[src/rtl/bpts_pkg.sv]
// Package with item types, pattern codes and register indexes of the buzzer tone sequencer
`timescale 1ns / 1ps

package bpts_pkg;

    typedef enum logic [2:0] {
        PAT_OFF    = 3'd0,
        PAT_DOUBLE = 3'd1,
        PAT_SINGLE = 3'd2,
        PAT_BEEP   = 3'd3,
        PAT_ALARM  = 3'd4
    } pattern_t;

    typedef enum logic [2:0] {
        REG_TONE_A_PERIOD = 3'd0,
        REG_TONE_B_PERIOD = 3'd1,
        REG_ALARM_PERIOD  = 3'd2,
        REG_SHORT_MS      = 3'd3,
        REG_LONG_MS       = 3'd4,
        REG_TICKS_PER_MS  = 3'd5
    } reg_index_t;

    typedef enum logic [1:0] {
        STEP_START = 2'd0,
        STEP_FIRST = 2'd1,
        STEP_GAP   = 2'd2,
        STEP_LAST  = 2'd3
    } step_t;

    localparam logic [15:0] TONE_A_PERIOD_RST = 16'd333;
    localparam logic [15:0] TONE_B_PERIOD_RST = 16'd500;
    localparam logic [15:0] ALARM_PERIOD_RST  = 16'd4000;
    localparam logic [15:0] SHORT_MS_RST      = 16'd100;
    localparam logic [15:0] LONG_MS_RST       = 16'd200;
    localparam logic [15:0] TICKS_PER_MS_RST  = 16'd1000;

    typedef struct packed {
        logic       cmd;
        logic [2:0] pattern;
    } in_item_t;

    typedef struct packed {
        logic       tone_out;
        logic [2:0] active_pattern;
        logic       busy_res;
    } out_item_t;

endpackage

[src/rtl/buzzer_pattern_tone_sequencer.sv]
// Top level of the buzzer pattern tone sequencer
`timescale 1ns / 1ps

// Channel   Signals                                  Direction
// in        in_valid, in_ready, in_data              item in, one base tick each
// out       out_valid, out_ready, out_data           item out, one per tick
// cfg       cfg_valid, cfg_ready, cfg_index, cfg_data register write
//
// One item per cycle unless the skid is full; each result is registered before out_data.
// The tick updates the pattern, timer and wave registers in the cycle it is taken.
// A two-entry output buffer (output register plus skid) holds results under stall;
// in_ready drops only while the skid entry is full.
// Reset clears all control state and loads the register defaults; cfg_ready is always high.

module buzzer_pattern_tone_sequencer (
    input  logic                clk,
    input  logic                rst_n,
    input  logic                in_valid,
    output logic                in_ready,
    input  bpts_pkg::in_item_t  in_data,
    output logic                out_valid,
    input  logic                out_ready,
    output bpts_pkg::out_item_t out_data,
    input  logic                cfg_valid,
    output logic                cfg_ready,
    input  logic [2:0]          cfg_index,
    input  logic [15:0]         cfg_data
);

    logic [15:0] tone_a_period_reg;
    logic [15:0] tone_b_period_reg;
    logic [15:0] alarm_period_reg;
    logic [15:0] short_ms_reg;
    logic [15:0] long_ms_reg;
    logic [15:0] ticks_per_ms_reg;

    bpts_pkg::pattern_t cur_pattern_reg, cur_pattern_next;
    bpts_pkg::step_t    step_reg, step_next;
    logic [15:0]        ms_remaining_reg, ms_remaining_next;
    logic [15:0]        sub_ms_reg, sub_ms_next;
    logic [15:0]        wave_reg, wave_next;
    logic [15:0]        period_reg, period_next;

    logic                out_valid_reg, out_valid_next;
    bpts_pkg::out_item_t out_data_reg, out_data_next;
    logic                skid_valid_reg, skid_valid_next;
    bpts_pkg::out_item_t skid_data_reg, skid_data_next;

    bpts_pkg::out_item_t result;
    bpts_pkg::pattern_t  req;
    logic                accept;
    logic                pop;
    logic                expired;
    logic                tone;
    logic [16:0]         sub_inc;
    logic [16:0]         wave_inc;

    assign cfg_ready = 1'b1;
    assign in_ready  = !skid_valid_reg;
    assign accept    = in_valid && in_ready;
    assign pop       = out_valid_reg && out_ready;
    assign out_valid = out_valid_reg;
    assign out_data  = out_data_reg;

    // configuration registers
    always_ff @(posedge clk or negedge rst_n)
    begin
        if (!rst_n)
        begin
            tone_a_period_reg <= bpts_pkg::TONE_A_PERIOD_RST;
            tone_b_period_reg <= bpts_pkg::TONE_B_PERIOD_RST;
            alarm_period_reg  <= bpts_pkg::ALARM_PERIOD_RST;
            short_ms_reg      <= bpts_pkg::SHORT_MS_RST;
            long_ms_reg       <= bpts_pkg::LONG_MS_RST;
            ticks_per_ms_reg  <= bpts_pkg::TICKS_PER_MS_RST;
        end
        else if (cfg_valid)
        begin
            unique case (cfg_index)
                bpts_pkg::REG_TONE_A_PERIOD: tone_a_period_reg <= cfg_data;
                bpts_pkg::REG_TONE_B_PERIOD: tone_b_period_reg <= cfg_data;
                bpts_pkg::REG_ALARM_PERIOD:  alarm_period_reg  <= cfg_data;
                bpts_pkg::REG_SHORT_MS:      short_ms_reg      <= cfg_data;
                bpts_pkg::REG_LONG_MS:       long_ms_reg       <= cfg_data;
                bpts_pkg::REG_TICKS_PER_MS:  ticks_per_ms_reg  <= cfg_data;
                default:                     ;
            endcase
        end
    end

    // one tick of the step machine, timer and square wave
    always_comb
    begin
        cur_pattern_next  = cur_pattern_reg;
        step_next         = step_reg;
        ms_remaining_next = ms_remaining_reg;
        sub_ms_next       = sub_ms_reg;
        wave_next         = wave_reg;
        period_next       = period_reg;
        req               = bpts_pkg::PAT_OFF;
        tone              = 1'b0;
        wave_inc          = '0;

        if (in_data.cmd)
        begin
            if (in_data.pattern <= bpts_pkg::PAT_ALARM)
            begin
                req = bpts_pkg::pattern_t'(in_data.pattern);
            end
            if (req != cur_pattern_reg)
            begin
                cur_pattern_next  = req;
                step_next         = bpts_pkg::STEP_START;
                period_next       = '0;
                ms_remaining_next = '0;
                sub_ms_next       = '0;
                wave_next         = '0;
            end
        end

        expired = (ms_remaining_next == '0);

        unique case (cur_pattern_next)
            bpts_pkg::PAT_DOUBLE:
            begin
                priority if (step_next == bpts_pkg::STEP_START)
                begin
                    period_next       = tone_a_period_reg;
                    ms_remaining_next = short_ms_reg;
                    sub_ms_next       = '0;
                    step_next         = bpts_pkg::STEP_FIRST;
                end
                else if (expired && step_next == bpts_pkg::STEP_FIRST)
                begin
                    period_next       = '0;
                    ms_remaining_next = short_ms_reg;
                    sub_ms_next       = '0;
                    step_next         = bpts_pkg::STEP_GAP;
                end
                else if (expired && step_next == bpts_pkg::STEP_GAP)
                begin
                    period_next       = tone_a_period_reg;
                    ms_remaining_next = short_ms_reg;
                    sub_ms_next       = '0;
                    step_next         = bpts_pkg::STEP_LAST;
                end
                else if (expired)
                begin
                    period_next       = '0;
                    cur_pattern_next  = bpts_pkg::PAT_OFF;
                    step_next         = bpts_pkg::STEP_START;
                    ms_remaining_next = '0;
                    sub_ms_next       = '0;
                end
                else
                begin
                end
            end
            bpts_pkg::PAT_SINGLE, bpts_pkg::PAT_BEEP:
            begin
                priority if (step_next == bpts_pkg::STEP_START)
                begin
                    if (cur_pattern_next == bpts_pkg::PAT_BEEP)
                    begin
                        period_next       = tone_b_period_reg;
                        ms_remaining_next = long_ms_reg;
                    end
                    else
                    begin
                        period_next       = tone_a_period_reg;
                        ms_remaining_next = short_ms_reg;
                    end
                    sub_ms_next = '0;
                    step_next   = bpts_pkg::STEP_FIRST;
                end
                else if (expired)
                begin
                    period_next       = '0;
                    cur_pattern_next  = bpts_pkg::PAT_OFF;
                    step_next         = bpts_pkg::STEP_START;
                    ms_remaining_next = '0;
                    sub_ms_next       = '0;
                end
                else
                begin
                end
            end
            bpts_pkg::PAT_ALARM:
            begin
                period_next = alarm_period_reg;
            end
            default:
            begin
                period_next = '0;
            end
        endcase

        // advance the millisecond timer
        sub_inc = {1'b0, sub_ms_next} + 17'd1;
        if (ms_remaining_next != '0)
        begin
            if (sub_inc >= {1'b0, ticks_per_ms_reg})
            begin
                sub_ms_next       = '0;
                ms_remaining_next = ms_remaining_next - 16'd1;
            end
            else
            begin
                sub_ms_next = sub_inc[15:0];
            end
        end

        // advance the square wave
        if (period_next != period_reg)
        begin
            wave_next = '0;
        end
        if (period_next == '0)
        begin
            wave_next = '0;
        end
        else
        begin
            if (wave_next >= period_next)
            begin
                wave_next = '0;
            end
            tone     = (wave_next < (period_next >> 1));
            wave_inc = {1'b0, wave_next} + 17'd1;
            wave_next = (wave_inc >= {1'b0, period_next}) ? '0 : wave_inc[15:0];
        end

        result.tone_out       = tone;
        result.active_pattern = cur_pattern_next;
        result.busy_res       = (cur_pattern_next != bpts_pkg::PAT_OFF);
    end

    always_ff @(posedge clk or negedge rst_n)
    begin
        if (!rst_n)
        begin
            cur_pattern_reg  <= bpts_pkg::PAT_OFF;
            step_reg         <= bpts_pkg::STEP_START;
            ms_remaining_reg <= '0;
            sub_ms_reg       <= '0;
            wave_reg         <= '0;
            period_reg       <= '0;
        end
        else if (accept)
        begin
            cur_pattern_reg  <= cur_pattern_next;
            step_reg         <= step_next;
            ms_remaining_reg <= ms_remaining_next;
            sub_ms_reg       <= sub_ms_next;
            wave_reg         <= wave_next;
            period_reg       <= period_next;
        end
    end

    // output register and skid entry
    always_comb
    begin
        out_valid_next  = out_valid_reg;
        out_data_next   = out_data_reg;
        skid_valid_next = skid_valid_reg;
        skid_data_next  = skid_data_reg;
        if (pop)
        begin
            if (skid_valid_reg)
            begin
                out_data_next   = skid_data_reg;
                skid_valid_next = 1'b0;
            end
            else
            begin
                out_valid_next = accept;
                out_data_next  = result;
            end
        end
        else if (out_valid_reg)
        begin
            if (accept)
            begin
                skid_valid_next = 1'b1;
                skid_data_next  = result;
            end
        end
        else
        begin
            out_valid_next = accept;
            out_data_next  = result;
        end
    end

    always_ff @(posedge clk or negedge rst_n)
    begin
        if (!rst_n)
        begin
            out_valid_reg  <= 1'b0;
            skid_valid_reg <= 1'b0;
        end
        else
        begin
            out_valid_reg  <= out_valid_next;
            skid_valid_reg <= skid_valid_next;
        end
    end

    always_ff @(posedge clk)
    begin
        out_data_reg  <= out_data_next;
        skid_data_reg <= skid_data_next;
    end

endmodule

[config.mk]
export PLATFORM = sky130hd
export DESIGN_NAME = buzzer_pattern_tone_sequencer
export DESIGN_NICKNAME = d
export VERILOG_FILES = /design/src/rtl/bpts_pkg.sv /design/src/rtl/buzzer_pattern_tone_sequencer.sv
export SDC_FILE = /design/constraint.sdc
export NUM_CORES = 1
export LEC_CHECK = 0
export BUFFER_PORTS_ARGS = -buffer_cell sky130_fd_sc_hd__buf_2
export CAP_MARGIN = 15
export CORE_MARGIN = 5
export CORE_UTILIZATION = 35
export CTS_BUF_LIST = sky130_fd_sc_hd__clkbuf_16
export CTS_CLUSTER_SIZE = 10
export DETAILED_ROUTE_END_ITERATION = 7
export GPL_ROUTABILITY_DRIVEN = 1
export GPL_TIMING_DRIVEN = 0
export PLACE_DENSITY = 0.48
export SETUP_SLACK_MARGIN = 0.05
export SLEW_MARGIN = 40
export SYNTH_ARGS = -nofsm -noshare
export SYNTH_HDL_FRONTEND = slang
export SYNTH_SLANG_ARGS = --single-unit
export TNS_END_PERCENT = 100
[constraint.sdc]
create_clock -name clk -period 25.8 [get_ports clk]
set_input_delay 5.16 -clock clk [delete_from_list [all_inputs] [get_ports clk]]
set_output_delay 5.16 -clock clk [all_outputs]
set_load 0.01 [all_outputs]
== Yosys cells after proc, flatten, opt, wreduce, memory -nomap -nowiden ==
Index checks and enable logic that the tools add are counted.
Word-level totals
  bits in registers: 177
  input bits: 28
  output and inout bits: 8
  logic and storage cells: 131
Cells by class
  add/sub/neg operators: 3
  order comparisons: 5
  equal/unequal tests: 15
  multiplexer cells: 65
  bitwise operators: 1
  reduce and logical (&&, ||, !) cells: 22
Operators with widths (number)
  2-to-1 mux 16 bit: 34
  one-hot mux 16 bit (2 select lines): 2
  one-hot mux 16 bit (3 select lines): 1
  adder 16 x 1 -> 17 bit, second input constant: 2
  >= comparator 17 x 16 -> 1 bit: 2
  zero test 16 bit: 2
  2-to-1 mux 3 bit: 9
  >= comparator 16 bit: 1
  < comparator 16 x 15 -> 1 bit: 1
  inequality test 16 bit: 1
  nonzero test 16 bit: 1
  subtractor 16 x 1 -> 16 bit, second input constant: 1
  2-to-1 mux 5 bit: 3
  2-to-1 mux 2 bit: 7
  AND reduction 2 bit: 7
  equality test 3 x 2 -> 1 bit, second input constant: 4
  equality test 3 bit, second input constant: 3
  2-to-1 mux 1 bit: 7
  equality test 3 x 1 -> 1 bit, second input constant: 2
  one-hot mux 3 bit (2 select lines): 1
  logical AND 1 bit: 4
  one-hot mux 2 bit (2 select lines): 1
  nonzero test 2 bit: 2
  less-or-equal comparator 3 bit, second input constant: 1
  other kinds (12): 12

== Depth between registers and ports, before layout ==
Gate-level depths: netlist of run 1.
  word-level depth: 21
  gate-level depth with buffers: 41
  gate-level depth less buffers: 34

== Least setup slack after synthesis of run 1 ==
OpenSTA, ideal clock, no wires.
  path kind: input to register
  from: input in_data[3] in the netlist's numbering
  to: register wave_reg[10]
  library setup time: 0.066 ns
  arrival: 12.924 ns
  data required time: 25.734 ns
  setup slack: 12.810 ns
  cell stages on the path: 38
  path through: buf_4 -> and3b_1 -> buf_4 -> o22ai_2 -> buf_6 -> mux2_1 -> a221oi_2 -> mux2i_1 -> or4_4 -> nor4_2 -> clkbuf_1 -> nand2_1 -> ha_1 -> nand2b_1 -> a21o_1 -> a21o_1 -> a211oi_1 -> o21bai_1 -> [2 not listed] -> nor2_1 -> clkbuf_1 -> and3_1 -> ha_1 -> nand3_1 -> nor2_1 -> nand2_1 -> xor2_1 -> nor2_1 -> ha_1 -> a21o_1 -> a21o_1 -> a2111oi_0 -> a21oi_1 -> or4b_1 -> o21ba_2 -> buf_6 -> a22o_1
On the way
  longest elaborated chain between the ends: 16
  elaborated cells between the ends (all ways): 33
  classes of those cells: add/sub (1); order compare (2); eq/ne (7); mux (17); reduce/logical (6)
Ends and longest elaborated chain
  from (decl): RTL line buzzer_pattern_tone_sequencer.sv:20  | input bpts_pkg::in_item_t in_data,
  2-to-1 mux 16 bit / 2-to-1 mux 2 bit (equally long branches): RTL line buzzer_pattern_tone_sequencer.sv:104  | if (in_data.cmd)
  zero test 16 bit / equality test 2 bit (equally long branches): RTL line buzzer_pattern_tone_sequencer.sv:121, buzzer_pattern_tone_sequencer.sv:140
  2-to-1 mux 16 bit / logical AND 1 bit (equally long branches): RTL line buzzer_pattern_tone_sequencer.sv:147, buzzer_pattern_tone_sequencer.sv:176, buzzer_pattern_tone_sequencer.sv:140
  2-to-1 mux 16 bit: RTL line buzzer_pattern_tone_sequencer.sv:140  | else if (expired && step_next == bpts_pkg::STEP_GAP)
  2-to-1 mux 16 bit: RTL line buzzer_pattern_tone_sequencer.sv:133  | else if (expired && step_next == bpts_pkg::STEP_FIRST)
  2-to-1 mux 16 bit: RTL line buzzer_pattern_tone_sequencer.sv:126  | priority if (step_next == bpts_pkg::STEP_START)
  one-hot mux 16 bit (3 select lines): RTL line buzzer_pattern_tone_sequencer.sv:123  | unique case (cur_pattern_next)
  inequality test 16 bit: RTL line buzzer_pattern_tone_sequencer.sv:214  | if (period_next != period_reg)
  2-to-1 mux 16 bit: RTL line buzzer_pattern_tone_sequencer.sv:214
  >= comparator 16 bit: RTL line buzzer_pattern_tone_sequencer.sv:224  | if (wave_next >= period_next)
  2-to-1 mux 16 bit: RTL line buzzer_pattern_tone_sequencer.sv:224
  2-to-1 mux 16 bit: RTL line buzzer_pattern_tone_sequencer.sv:218  | if (period_next == '0)
  adder 16 x 1 -> 17 bit: RTL line buzzer_pattern_tone_sequencer.sv:229  | wave_inc = {1'b0, wave_next} + 17'd1;
  >= comparator 17 x 16 -> 1 bit: RTL line buzzer_pattern_tone_sequencer.sv:230  | wave_next = (wave_inc >= {1'b0, period_next}) ? '0 : wave_inc[15:0];
  2-to-1 mux 16 bit: RTL line buzzer_pattern_tone_sequencer.sv:230
  2-to-1 mux 16 bit *: RTL line buzzer_pattern_tone_sequencer.sv:218
  to (signal assigned): RTL line buzzer_pattern_tone_sequencer.sv:255  | wave_reg <= wave_next;
  to (decl): RTL line buzzer_pattern_tone_sequencer.sv:41  | logic [15:0] wave_reg, wave_next;
Mark *: on every way between the ends. The rest lies on a longest branch, timed or not. The select of a mux whose other input is x is not followed.
A chain may end at the register's enable or synchronous reset.

== Final worst setup path of run 1 ==
  from: input in_data[1] in the netlist's numbering
  to: register wave_reg[6]
On the way
  longest elaborated chain between the ends: 21
  elaborated cells between the ends (all ways): 42
  classes of those cells: add/sub (1); order compare (3); eq/ne (8); mux (24); reduce/logical (6)
Ends and longest elaborated chain
  less-or-equal comparator 3 bit: RTL line buzzer_pattern_tone_sequencer.sv:106  | if (in_data.pattern <= bpts_pkg::PAT_ALARM)
  2-to-1 mux 3 bit *: RTL line buzzer_pattern_tone_sequencer.sv:106
  2-to-1 mux 3 bit *: RTL line buzzer_pattern_tone_sequencer.sv:104
  inequality test 3 bit: RTL line buzzer_pattern_tone_sequencer.sv:110  | if (req != cur_pattern_reg)
  2-to-1 mux 16 bit / 2-to-1 mux 2 bit (equally long branches): RTL line buzzer_pattern_tone_sequencer.sv:110
  2-to-1 mux 16 bit / 2-to-1 mux 2 bit (equally long branches): RTL line buzzer_pattern_tone_sequencer.sv:104
  zero test 16 bit / equality test 2 bit (equally long branches): RTL line buzzer_pattern_tone_sequencer.sv:121, buzzer_pattern_tone_sequencer.sv:140
  2-to-1 mux 16 bit / logical AND 1 bit (equally long branches): RTL line buzzer_pattern_tone_sequencer.sv:147, buzzer_pattern_tone_sequencer.sv:176, buzzer_pattern_tone_sequencer.sv:140
  [5 not listed]
  2-to-1 mux 16 bit: RTL line buzzer_pattern_tone_sequencer.sv:214
  >= comparator 16 bit: RTL line buzzer_pattern_tone_sequencer.sv:224
  2-to-1 mux 16 bit: RTL line buzzer_pattern_tone_sequencer.sv:224
  2-to-1 mux 16 bit: RTL line buzzer_pattern_tone_sequencer.sv:218
  adder 16 x 1 -> 17 bit: RTL line buzzer_pattern_tone_sequencer.sv:229
  >= comparator 17 x 16 -> 1 bit: RTL line buzzer_pattern_tone_sequencer.sv:230
  2-to-1 mux 16 bit: RTL line buzzer_pattern_tone_sequencer.sv:230
  2-to-1 mux 16 bit *: RTL line buzzer_pattern_tone_sequencer.sv:218
Marked as above.

==> key figures, run 1 <==
STA
  • Worst slew pin tran: around 0.86 ns
  • Fin Setup TNS: 0 ns
  • Unrepaired setup endpoints after global routing: false
  • Final-report setup violation count: 0
  • Crit share post-route: 0.600
  • Final Max Tran Viols: 0
  • Fmax: around 65 MHz
  • Rel. slew slack: 0.423
  • Clock skew: between 0.01 and 0.015 ns
  • Final Hold Viols: 0
  • Fin crit period: about 15 ns

Layout
  • Ratio of cells with drive above 1 in the final layout: 0.210
  • ANT cells: 0
  • Filler cells: around 3200
  • Post-route design area: 12800 sq um
  • Fin util: 0.396
  • Nets: 1293
  • Layout area overhead: 12.4%

Critical path
  • Crit. End Element: register
  • Setup CP Type: in -> reg
  • Crit-path max FO: 10
  • Slowest Stage Delay on Critical Path: 0.68 ns
  • CP Buf/Inv Count: 6
  • Slowest cell on crit path: nor3_2
  • Worst Path Required: 26.18 ns
  • Crit start category: primary input
  • Delay-heaviest family, CP: simple AND/OR/NAND/NOR gates
  • CP most frequent cell: a21o_1
  • Critical Path AT: 15.86 ns

Global routing
  • GRT overflow: 0
  • Total GRT Usage: 0.199
  • Vias in the first global route: approximately 9100
  • Largest net degree at the start of global routing: 55
  • First-pass GRT wire length: about 56 mm
  • Initial antenna violation count: 1

CTS
  • Setup bufs post-CTS: 0
  • Clk buf depth: 2
  • Clk_lat worst skew: around 0.44 ns
  • Sink Count: around 180
  • Hold_buf cts: 0
  • CTS tree: done
  • # H-tree levels: 4
  • Clk slew on worst S/H paths: around 0.08 ns
  • CTS Buf Count: 17
  • Clk root buf: clkbuf_16
  • Post-CTS sizing: 0

Power
  • Total power: roughly 1.1 mW
  • Leakage: approximately 5.4 nW
  • Worst VDD drop: roughly 0.000051 V
  • P per Cell Area: approximately 90 nW/um^2

Detailed routing
  • Avg WL per Cell: ~22 um
  • Drt total wl: 35.6 mm
  • ANT nets after route: 0
  • Vias per inst: about 5.5
  • Vias post-DR: ~9000
  • DRT iter0 DRCs: 695
  • First-pass iteration count of the detailed router: 7
  • # DRC: 0

Logic synthesis
  • Commonest cells post-synth: dfrtp_1, mux2_2, nand2_1
  • Most frequent cell after synthesis: dfrtp_1
  • Post-synth ARST share: 0.944
  • Top-area cell type share of the netlist area: 0.303
  • Cell taking the most area after synthesis: dfrtp_1
  • Post-synth EDFFs: 10
  • Synth top area cells: dfrtp_1, mux2_2, ha_1
  • Syn_area_per_cell: just under 10 sq um
  • Ys flop type: dfrtp_1
  • Yosys reg bits: 177
  • Synth Net Count: around 1200
  • Cells after synthesis: approximately 1100
  • Post-synthesis sequential area ratio: 0.397
  • Yosys cell types: 96
  • Post-Syn Area: between 10000 and 15000 sq um
  • YS warnings: 0

Floorplan
  • DIE AREA: around 36000 sq um
  • Die W: 190 um
  • Ports: 36
  • Die H: ~190 um
  • Site row count: 66
  • Core area: between 30000 and 40000 sq um
  • Starting Density: 0.353

Place
  • Final GP Congestion: between 0.8 and 0.9
  • Detailed placement HPWL: ~27 mm
  • DP Area: between 10000 and 15000 sq um
  • Port Buffers: 32

Hold path
  • HP Class: reg -> reg

Job
  • Max-Cap Viols: 0

Outcome
  • Status: finished clean
logic make-up after synthesis:
| group | Yosys count | synth area share |
|---|---|---|
| AO/OA/AOI/OAI | 287 | 0.176 |
| buffers and inverters | 83 | 0.0315 |
| multiplexers | 122 | 0.120 |
| adder cells (fa/ha/maj) | 67 | 0.0734 |
| other | 1 | 0.000329 |
| XOR/XNOR | 36 | 0.0277 |
| flip-flops | 177 | 0.397 |
| AND/OR/NAND/NOR | 371 | 0.174 |
worst paths after layout:
path                                                 start                              end  slack [ns]  depth (start not counted)
max                                             in_data[1]          wave_reg[6]$_DFFE_PN0P_       10.32                         39
min                        alarm_period_reg[1]$_DFFE_PN0P_  alarm_period_reg[1]$_DFFE_PN0P_        0.50                          1
max reg2reg                ms_remaining_reg[1]$_DFFE_PN0P_          wave_reg[6]$_DFFE_PN0P_       14.78                         38
min reg2reg                alarm_period_reg[1]$_DFFE_PN0P_  alarm_period_reg[1]$_DFFE_PN0P_        0.50                          1
max in group asynchronous                            rst_n  alarm_period_reg[5]$_DFFE_PN1P_       20.38                          3
min in group asynchronous                            rst_n       sub_ms_reg[13]$_DFFE_PN0P_        4.56                          1
power breakdown:
group,internal (mW),switching (mW)
Combinational,0.175,0.297
Clock,0.134,0.123
Sequential,0.354,0.0549
layout by cell type (no fill, tap or decap), types with 11 or more instances in the layout:
| cell | count |
|---|---|
| nand2_1 | 93 |
| nor2_1 | 73 |
| clkbuf_16 | 17 |
| buf_2 | 40 |
| xnor2_1 | 18 |
| o21a_1 | 11 |
| a21o_1 | 18 |
| nand3_1 | 38 |
| mux2_2 | 110 |
| nand4_1 | 23 |
| and2_1 | 26 |
| ha_1 | 66 |
| dfrtp_1 | 138 |
| o21ai_0 | 63 |
| o21ai_1 | 12 |
| dfstp_2 | 29 |
| xor2_1 | 18 |
| clkbuf_1 | 33 |
| and3_1 | 15 |
| nor3_1 | 15 |
| a22o_1 | 28 |
| nor2b_1 | 13 |
| inv_1 | 35 |
| a21oi_1 | 51 |
layer usage:
metal,track usage,up-vias,wire length [um]
met1,0.288,4579,17300
li1,-,4372,-
met5,0,-,0
met3,0.0282,23,1270
met2,0.322,197,16600
met4,0.0359,0,339
layout make-up:
cell class / count / area (sq um) / area share
Buffer: 49 / 231 / 0.0181
Clock buffer: 17 / 425 / 0.0333
Clock inverter: 15 / 133 / 0.0104
Inverter: 34 / 128 / 0.00998
Multi-Input combinational cell: 884 / 6550 / 0.512
Sequential cell: 177 / 4520 / 0.353
Tap cell: 442 / 553 / 0.0432
Timing Repair Buffer: 36 / 258 / 0.0201
per-stage QoR:
step                cells  hold WS, ns  setup WS, ns
floorplan            1144        0.472         12.81
global placement     1618        0.482          9.91
detailed placement   1622        0.490         10.05
CTS                  1654        0.508         10.46
global route         1654        0.525          9.44
finish               1654        0.504         10.32
Power figures use the tool's default switching activity.
==> run 2, diff against run 1 <==
Settings changed: PLACE_DENSITY 0.48 to 0.5.
Clock period 25.8 ns to 13.9 ns, I/O delays scaled along.
==> key figures, run 2 (synthesis gave the netlist of run 1 again) <==
STA
  • Clock skew: 0.0122 ns (-0.00143 ns)
  • Fmax: between 70 and 80 MHz
  • Unrepaired setup endpoints after global routing: false
  • Rel. slew slack: 0.406 (-0.0165)
  • Final-report setup violation count: 0 (unchanged)
  • Fin Setup TNS: 0 ns (unchanged)
  • Final Max Tran Viols: 0 (unchanged)
  • Fin crit period: 12.72 ns
  • Crit share post-route: 0.915
  • Worst slew pin tran: 0.886 ns (+0.0251 ns)
  • Final Hold Viols: 0 (unchanged)

Place
  • Placed insts: 1622 (unchanged)
  • DP Area: 12200 sq um (-0.10%)
  • Port Buffers: 32 (unchanged)
  • Detailed placement HPWL: 26.3 mm (-1.1%)
  • Final GP Congestion: 0.855 (+0.48%)

Outcome
  • Status: finished clean

Detailed routing
  • ANT nets after route: 0 (unchanged)
  • First-pass iteration count of the detailed router: 5 (-2)
  • Vias post-DR: 9187 (+0.17%)
  • Vias per inst: 5.55 (+0.17%)
  • # DRC: 0 (unchanged)
  • DRT iter0 DRCs: 598 (-14%)
  • Avg WL per Cell: 21.0 um (-2.5%)
  • Drt total wl: 34.7 mm (-2.5%)

Layout
  • ANT cells: 0 (unchanged)
  • Nets: 1293 (unchanged)
  • Ratio of cells with drive above 1 in the final layout: 0.212 (+0.00165)
  • Most frequent cells in the layout: dfrtp_1, mux2_2, nand2_1, nor2_1, ha_1
  • Filler cells: 3264 (+2.1%)
  • Fin cells: 1654 (unchanged)
  • Layout area overhead: 12.5% (about the same)
  • Post-route design area: 12800 sq um (about the same)
  • Commonest non-fill, non-tap cell in the layout: dfrtp_1

CTS
  • Clk buf depth: 2 (unchanged)
  • # H-tree levels: 4 (unchanged)
  • Clk slew on worst S/H paths: 0.07 ns (about the same)
  • Post-CTS sizing: 0 (unchanged)
  • Setup bufs post-CTS: 0 (unchanged)
  • Hold_buf cts: 0 (unchanged)
  • Clk_lat worst skew: 0.45 ns (about the same)
  • CTS Buf Count: 17 (unchanged)
  • Clk root buf: clkbuf_16
  • Sink Count: 177 (unchanged)
  • CTS tree: done

Critical path
  • CP most frequent cell: a21o_1
  • Crit-path max FO: 10 (unchanged)
  • Critical Path AT: 13.10 ns (-2.76 ns)
  • Worst Path Required: 14.28 ns (-11.90 ns)
  • Crit. End Element: register
  • Delay-heaviest family, CP: compound AO/OA/AOI/OAI gates
  • Crit start category: primary input
  • CP Buf/Inv Count: 8 (+2)
  • Critical path depth in cells: 40 (+2.6%)
  • Slowest Stage Delay on Critical Path: 0.59 ns (-0.09 ns)
  • Setup CP Type: in -> reg
  • Reg2Reg Depth: 37 (-2.6%)
  • Slowest cell on crit path: a2111oi_0

Power
  • Worst VDD drop: 0.0000963 V (+87%)
  • P per Cell Area: 165 nW/um^2 (+85%)
  • Leakage: 5.42 nW (about the same)

Global routing
  • Global route hottest layer: met2
  • First-pass GRT wire length: 54.4 mm (-2.4%)
  • Met3 Resource Use GR: 0.0341 (+0.00586)
  • Initial antenna violation count: 0 (-1)
  • Largest net degree at the start of global routing: 60 (+9.1%)
  • Met2 usage: 0.320 (-0.00246)
  • GRT overflow: 0 (unchanged)
  • Vias in the first global route: 9014 (-1.5%)
  • Met1 usage: 0.272 (-0.0157)
  • Total GRT Usage: 0.194 (-0.00500)

Floorplan
  • Ports: 36 (unchanged)
  • Site row count: 66 (unchanged)
  • Core area: 32300 sq um (unchanged)
  • Die W: 190 um (unchanged)
  • Die H: 190 um (unchanged)
  • Starting Density: 0.353 (unchanged)
  • DIE AREA: 36200 sq um (unchanged)

Hold path
  • Hold Crit Depth: 1 (unchanged)
  • HP Class: reg -> reg

Job
  • Max-Cap Viols: 0 (unchanged)
-- run 2: cell count changes in the layout (fill, tap and decap cells not counted), sizes merged --
cell,previous run,this run
clkinvlp,3,2
clkinv,5,6
-- run 2: cell type report --
class,count,area [sq um],area share
buffer,49,231,0.0181
clock buffer,17,425,0.0332
clock inverter,15,154,0.0120
inverter,34,128,0.00997
multi-input combinational,884,6540,0.511
sequential,177,4520,0.353
tap,442,553,0.0432
timing repair buffer,36,250,0.0195
-- run 2: metrics by stage --
stage / hold slack (ns) / power [mW] / setup WS [ns] / util
2_1_floorplan: 0.472 / 1.34 / 3.29 / -
3_3_place_gp: 0.482 / 1.61 / 0.541 / 0.375
3_5_place_dp: 0.488 / 1.63 / 0.860 / 0.378
4_1_cts: 0.504 / 2.13 / 1.29 / 0.396
5_1_grt: 0.507 / 2.26 / 0.448 / 0.396
6_report: 0.502 / 2.11 / 1.18 / 0.396
-- run 2: power by group --
part | total [mW] | switching [mW] | internal [mW]
sequential | 0.760 | 0.102 | 0.658
combinational | 0.863 | 0.540 | 0.324
clock | 0.488 | 0.235 | 0.253
total | 2.11 | 0.877 | 1.23
-- run 2: layer usage --
layer | vias up | part of all wire
met2 | 201 | 0.47
met1 | 4586 | 0.48
met5 | - | 0
met3 | 18 | 0.041
li1 | 4382 | -
met4 | 0 | 0.0094
-- run 2: worst reg2reg max path: cells and delay by family (launching register included) --
family / cells / cell delay [ns]
AO/OA/AOI/OAI: 16 / 4.14
AND/OR/NAND/NOR: 13 / 3.98
adder cells (fa/ha/maj): 3 / 0.74
buffers and inverters: 4 / 1.34
flip-flops: 1 / 0.43
XOR/XNOR: 1 / 0.15
-- run 2: path summary, 6_finish.rpt --
check | slack (ns) | to | startpoint
worst max-delay path | 1.18 | wave_reg[3]$_DFFE_PN0P_ | in_data[3]
worst min-delay path | 0.50 | alarm_period_reg[1]$_DFFE_PN0P_ | alarm_period_reg[1]$_DFFE_PN0P_
worst max register to register | 3.08 | wave_reg[3]$_DFFE_PN0P_ | ms_remaining_reg[1]$_DFFE_PN0P_
worst min register to register | 0.50 | alarm_period_reg[1]$_DFFE_PN0P_ | alarm_period_reg[1]$_DFFE_PN0P_
max in group asynchronous | 10.85 | short_ms_reg[6]$_DFFE_PN1P_ | rst_n
min in group asynchronous | 2.20 | sub_ms_reg[10]$_DFFE_PN0P_ | rst_n
==> run 3, diff against run 2 <==
Settings changed: CORE_UTILIZATION 35 to 50, PLACE_DENSITY 0.5 to 0.67, TNS_END_PERCENT 100 to 5.
==> key figures, run 3 (synthesis gave the netlist of run 1 again) <==
CTS
  • CTS tree: done
  • CTS Buf Count: 17 (unchanged)
  • Clk root buf: clkbuf_16
  • Post-CTS sizing: 0 (unchanged)
  • # H-tree levels: 4 (unchanged)
  • Sink Count: 177 (unchanged)
  • Clk buf depth: 2 (unchanged)
  • Clk slew on worst S/H paths: 0.08 ns (about the same)
  • Setup bufs post-CTS: 0 (unchanged)
  • Clk_lat worst skew: 0.44 ns (about the same)
  • Hold_buf cts: 0 (unchanged)

Floorplan
  • Die W: 161 um (-15%)
  • Ports: 36 (unchanged)
  • Starting Density: 0.506 (+0.153)
  • DIE AREA: 25900 sq um (-29%)
  • Core area: 22500 sq um (-30%)
  • Die H: 161 um (-15%)
  • Site row count: 55 (-17%)

Detailed routing
  • First-pass iteration count of the detailed router: 6 (+1)
  • # DRC: 0 (unchanged)
  • M1 WL: 15.0 mm (-9.7%)
  • Max layer used: met4
  • Avg WL per Cell: 21.4 um (+2.0%)
  • DRT iter0 DRCs: 882 (+47%)
  • Drt total wl: 32.0 mm (-7.8%)
  • Vias per inst: 6.23 (+12%)
  • ANT nets after route: 0 (unchanged)
  • Metal3 WL: 1.54 mm (+8.6%)
  • Met2 wire length: 14.9 mm (-8.9%)
  • Vias post-DR: 9325 (+1.5%)

Layout
  • Nets: 1292 (-0.077%)
  • Ratio of cells with drive above 1 in the final layout: 0.211 (-0.000651)
  • ANT cells: 0 (unchanged)
  • Commonest non-fill, non-tap cell in the layout: dfrtp_1
  • Layout area overhead: 10.4%
  • Most frequent cells in the layout: dfrtp_1, mux2_2, nand2_1, nor2_1, ha_1
  • Fin cells: 1496 (-9.6%)
  • Fin util: 0.558 (+0.162)

Place
  • Port Buffers: 32 (unchanged)
  • Detailed placement HPWL: 23.9 mm (-9.0%)
  • Final GP Congestion: 0.901 (+5.4%)
  • Placed insts: 1464 (-9.7%)

STA
  • Final-report setup violation count: 0 (unchanged)
  • Fin crit period: 12.72 ns (+0.000910 ns)
  • Rel. slew slack: 0.435 (+0.0288)
  • Final Max Tran Viols: 0 (unchanged)
  • Crit share post-route: 0.915 (about the same)
  • Clock skew: 0.0169 ns (+0.00475 ns)
  • Fmax: 78.6 MHz (about the same)
  • Fin Setup TNS: 0 ns (unchanged)
  • Unrepaired setup endpoints after global routing: false
  • Worst slew pin tran: 0.847 ns (-0.0384 ns)
  • Final Hold Viols: 0 (unchanged)

Critical path
  • Slowest Stage Delay on Critical Path: 0.63 ns (+0.04 ns)
  • Crit start category: primary input
  • Critical Path AT: 13.10 ns (about the same)
  • Crit-path max FO: 10 (unchanged)
  • Reg2Reg Depth: 38 (+2.7%)
  • Worst Path Required: 14.28 ns (about the same)
  • Slowest cell on crit path: nor3_2
  • Crit. End Element: register
  • Setup CP Type: in -> reg
  • CP most frequent cell: a21o_1

Power
  • Worst VDD drop: 0.0000934 V (-2.9%)
  • P per Cell Area: 166 nW/um^2 (+0.59%)
  • Leakage: 5.41 nW (-0.26%)

Global routing
  • Largest net degree at the start of global routing: 73 (+22%)
  • Vias in the first global route: 8932 (-0.91%)
  • Total GRT Usage: 0.246 (+0.0519)
  • First-pass GRT wire length: 50.6 mm (-7.1%)
  • Initial antenna violation count: 0 (unchanged)
  • GRT overflow: 0 (unchanged)

Hold path
  • Hold Crit Depth: 1 (unchanged)
  • HP Class: reg -> reg

Job
  • Max-Cap Viols: 0 (unchanged)

Outcome
  • Status: finished clean
run 3: cell types whose count changed in the layout (fill, tap and decap cells not counted):
cell       delta
clkinv_1      -1
inv_6         +1
a21boi_0      +1
clkinv_4      -2
a211oi_1      +1
bufinv_16     -1
buf_12        -1
a21boi_1      -1
clkinv_2      +1
a211oi_2      -1
inv_8         +2
run 3: where the power goes:
group / total, mW / internal [mW] / switching, mW
combinational: 0.852 / 0.323 / 0.529
sequential: 0.761 / 0.658 / 0.103
clock: 0.472 / 0.238 / 0.234
run 3: through the flow:
| stage | instance area, sq um | total power, mW | setup WS [ns] | hold WS [ns] |
|---|---|---|---|---|
| 2_1_floorplan | 11400 | 1.34 | 3.29 | 0.472 |
| 3_3_place_gp | 11900 | 1.58 | 0.726 | 0.482 |
| 3_5_place_dp | 12000 | 1.60 | 0.966 | 0.487 |
| 4_1_cts | 12600 | 2.08 | 1.37 | 0.504 |
| 5_1_grt | 12600 | 2.21 | 0.479 | 0.523 |
| 6_report | 12600 | 2.08 | 1.18 | 0.503 |
run 3: cell type report:
cell class / count / area (sq um)
Sequential cell: 177 / 4520
Tap cell: 285 / 357
Clock buffer: 17 / 425
Timing Repair Buffer: 35 / 230
Inverter: 34 / 128
Fill cell: 1984 / 9940
Buffer: 49 / 231
Clock inverter: 15 / 139
Multi-Input combinational cell: 884 / 6540
run 3: critical path, delay by kind of cell:
kind | cells | cell delay [ns]
AO/OA/AOI/OAI | 14 | 3.28
XOR/XNOR | 1 | 0.15
adder cells (fa/ha/maj) | 3 | 0.74
buffers and inverters | 6 | 1.63
multiplexers | 1 | 0.32
AND/OR/NAND/NOR | 14 | 4.15
run 3: final timing paths:
kind                                                  from                                to  slack [ns]
setup / recovery                                in_data[1]           wave_reg[6]$_DFFE_PN0P_        1.18
hold / removal             alarm_period_reg[1]$_DFFE_PN0P_   alarm_period_reg[1]$_DFFE_PN0P_        0.50
setup reg to reg           ms_remaining_reg[0]$_DFFE_PN0P_           wave_reg[6]$_DFFE_PN0P_        3.27
hold reg to reg            alarm_period_reg[1]$_DFFE_PN0P_   alarm_period_reg[1]$_DFFE_PN0P_        0.50
max in group asynchronous                            rst_n  tone_b_period_reg[5]$_DFFE_PN1P_       10.89
min in group asynchronous                            rst_n        sub_ms_reg[10]$_DFFE_PN0P_        2.25
run 3: layer usage:
| metal | up-vias | track usage |
|---|---|---|
| met4 | 0 | 0.0679 |
| li1 | 4378 | - |
| met5 | - | 0 |
| met1 | 4669 | 0.352 |
| met2 | 237 | 0.391 |
| met3 | 41 | 0.0367 |
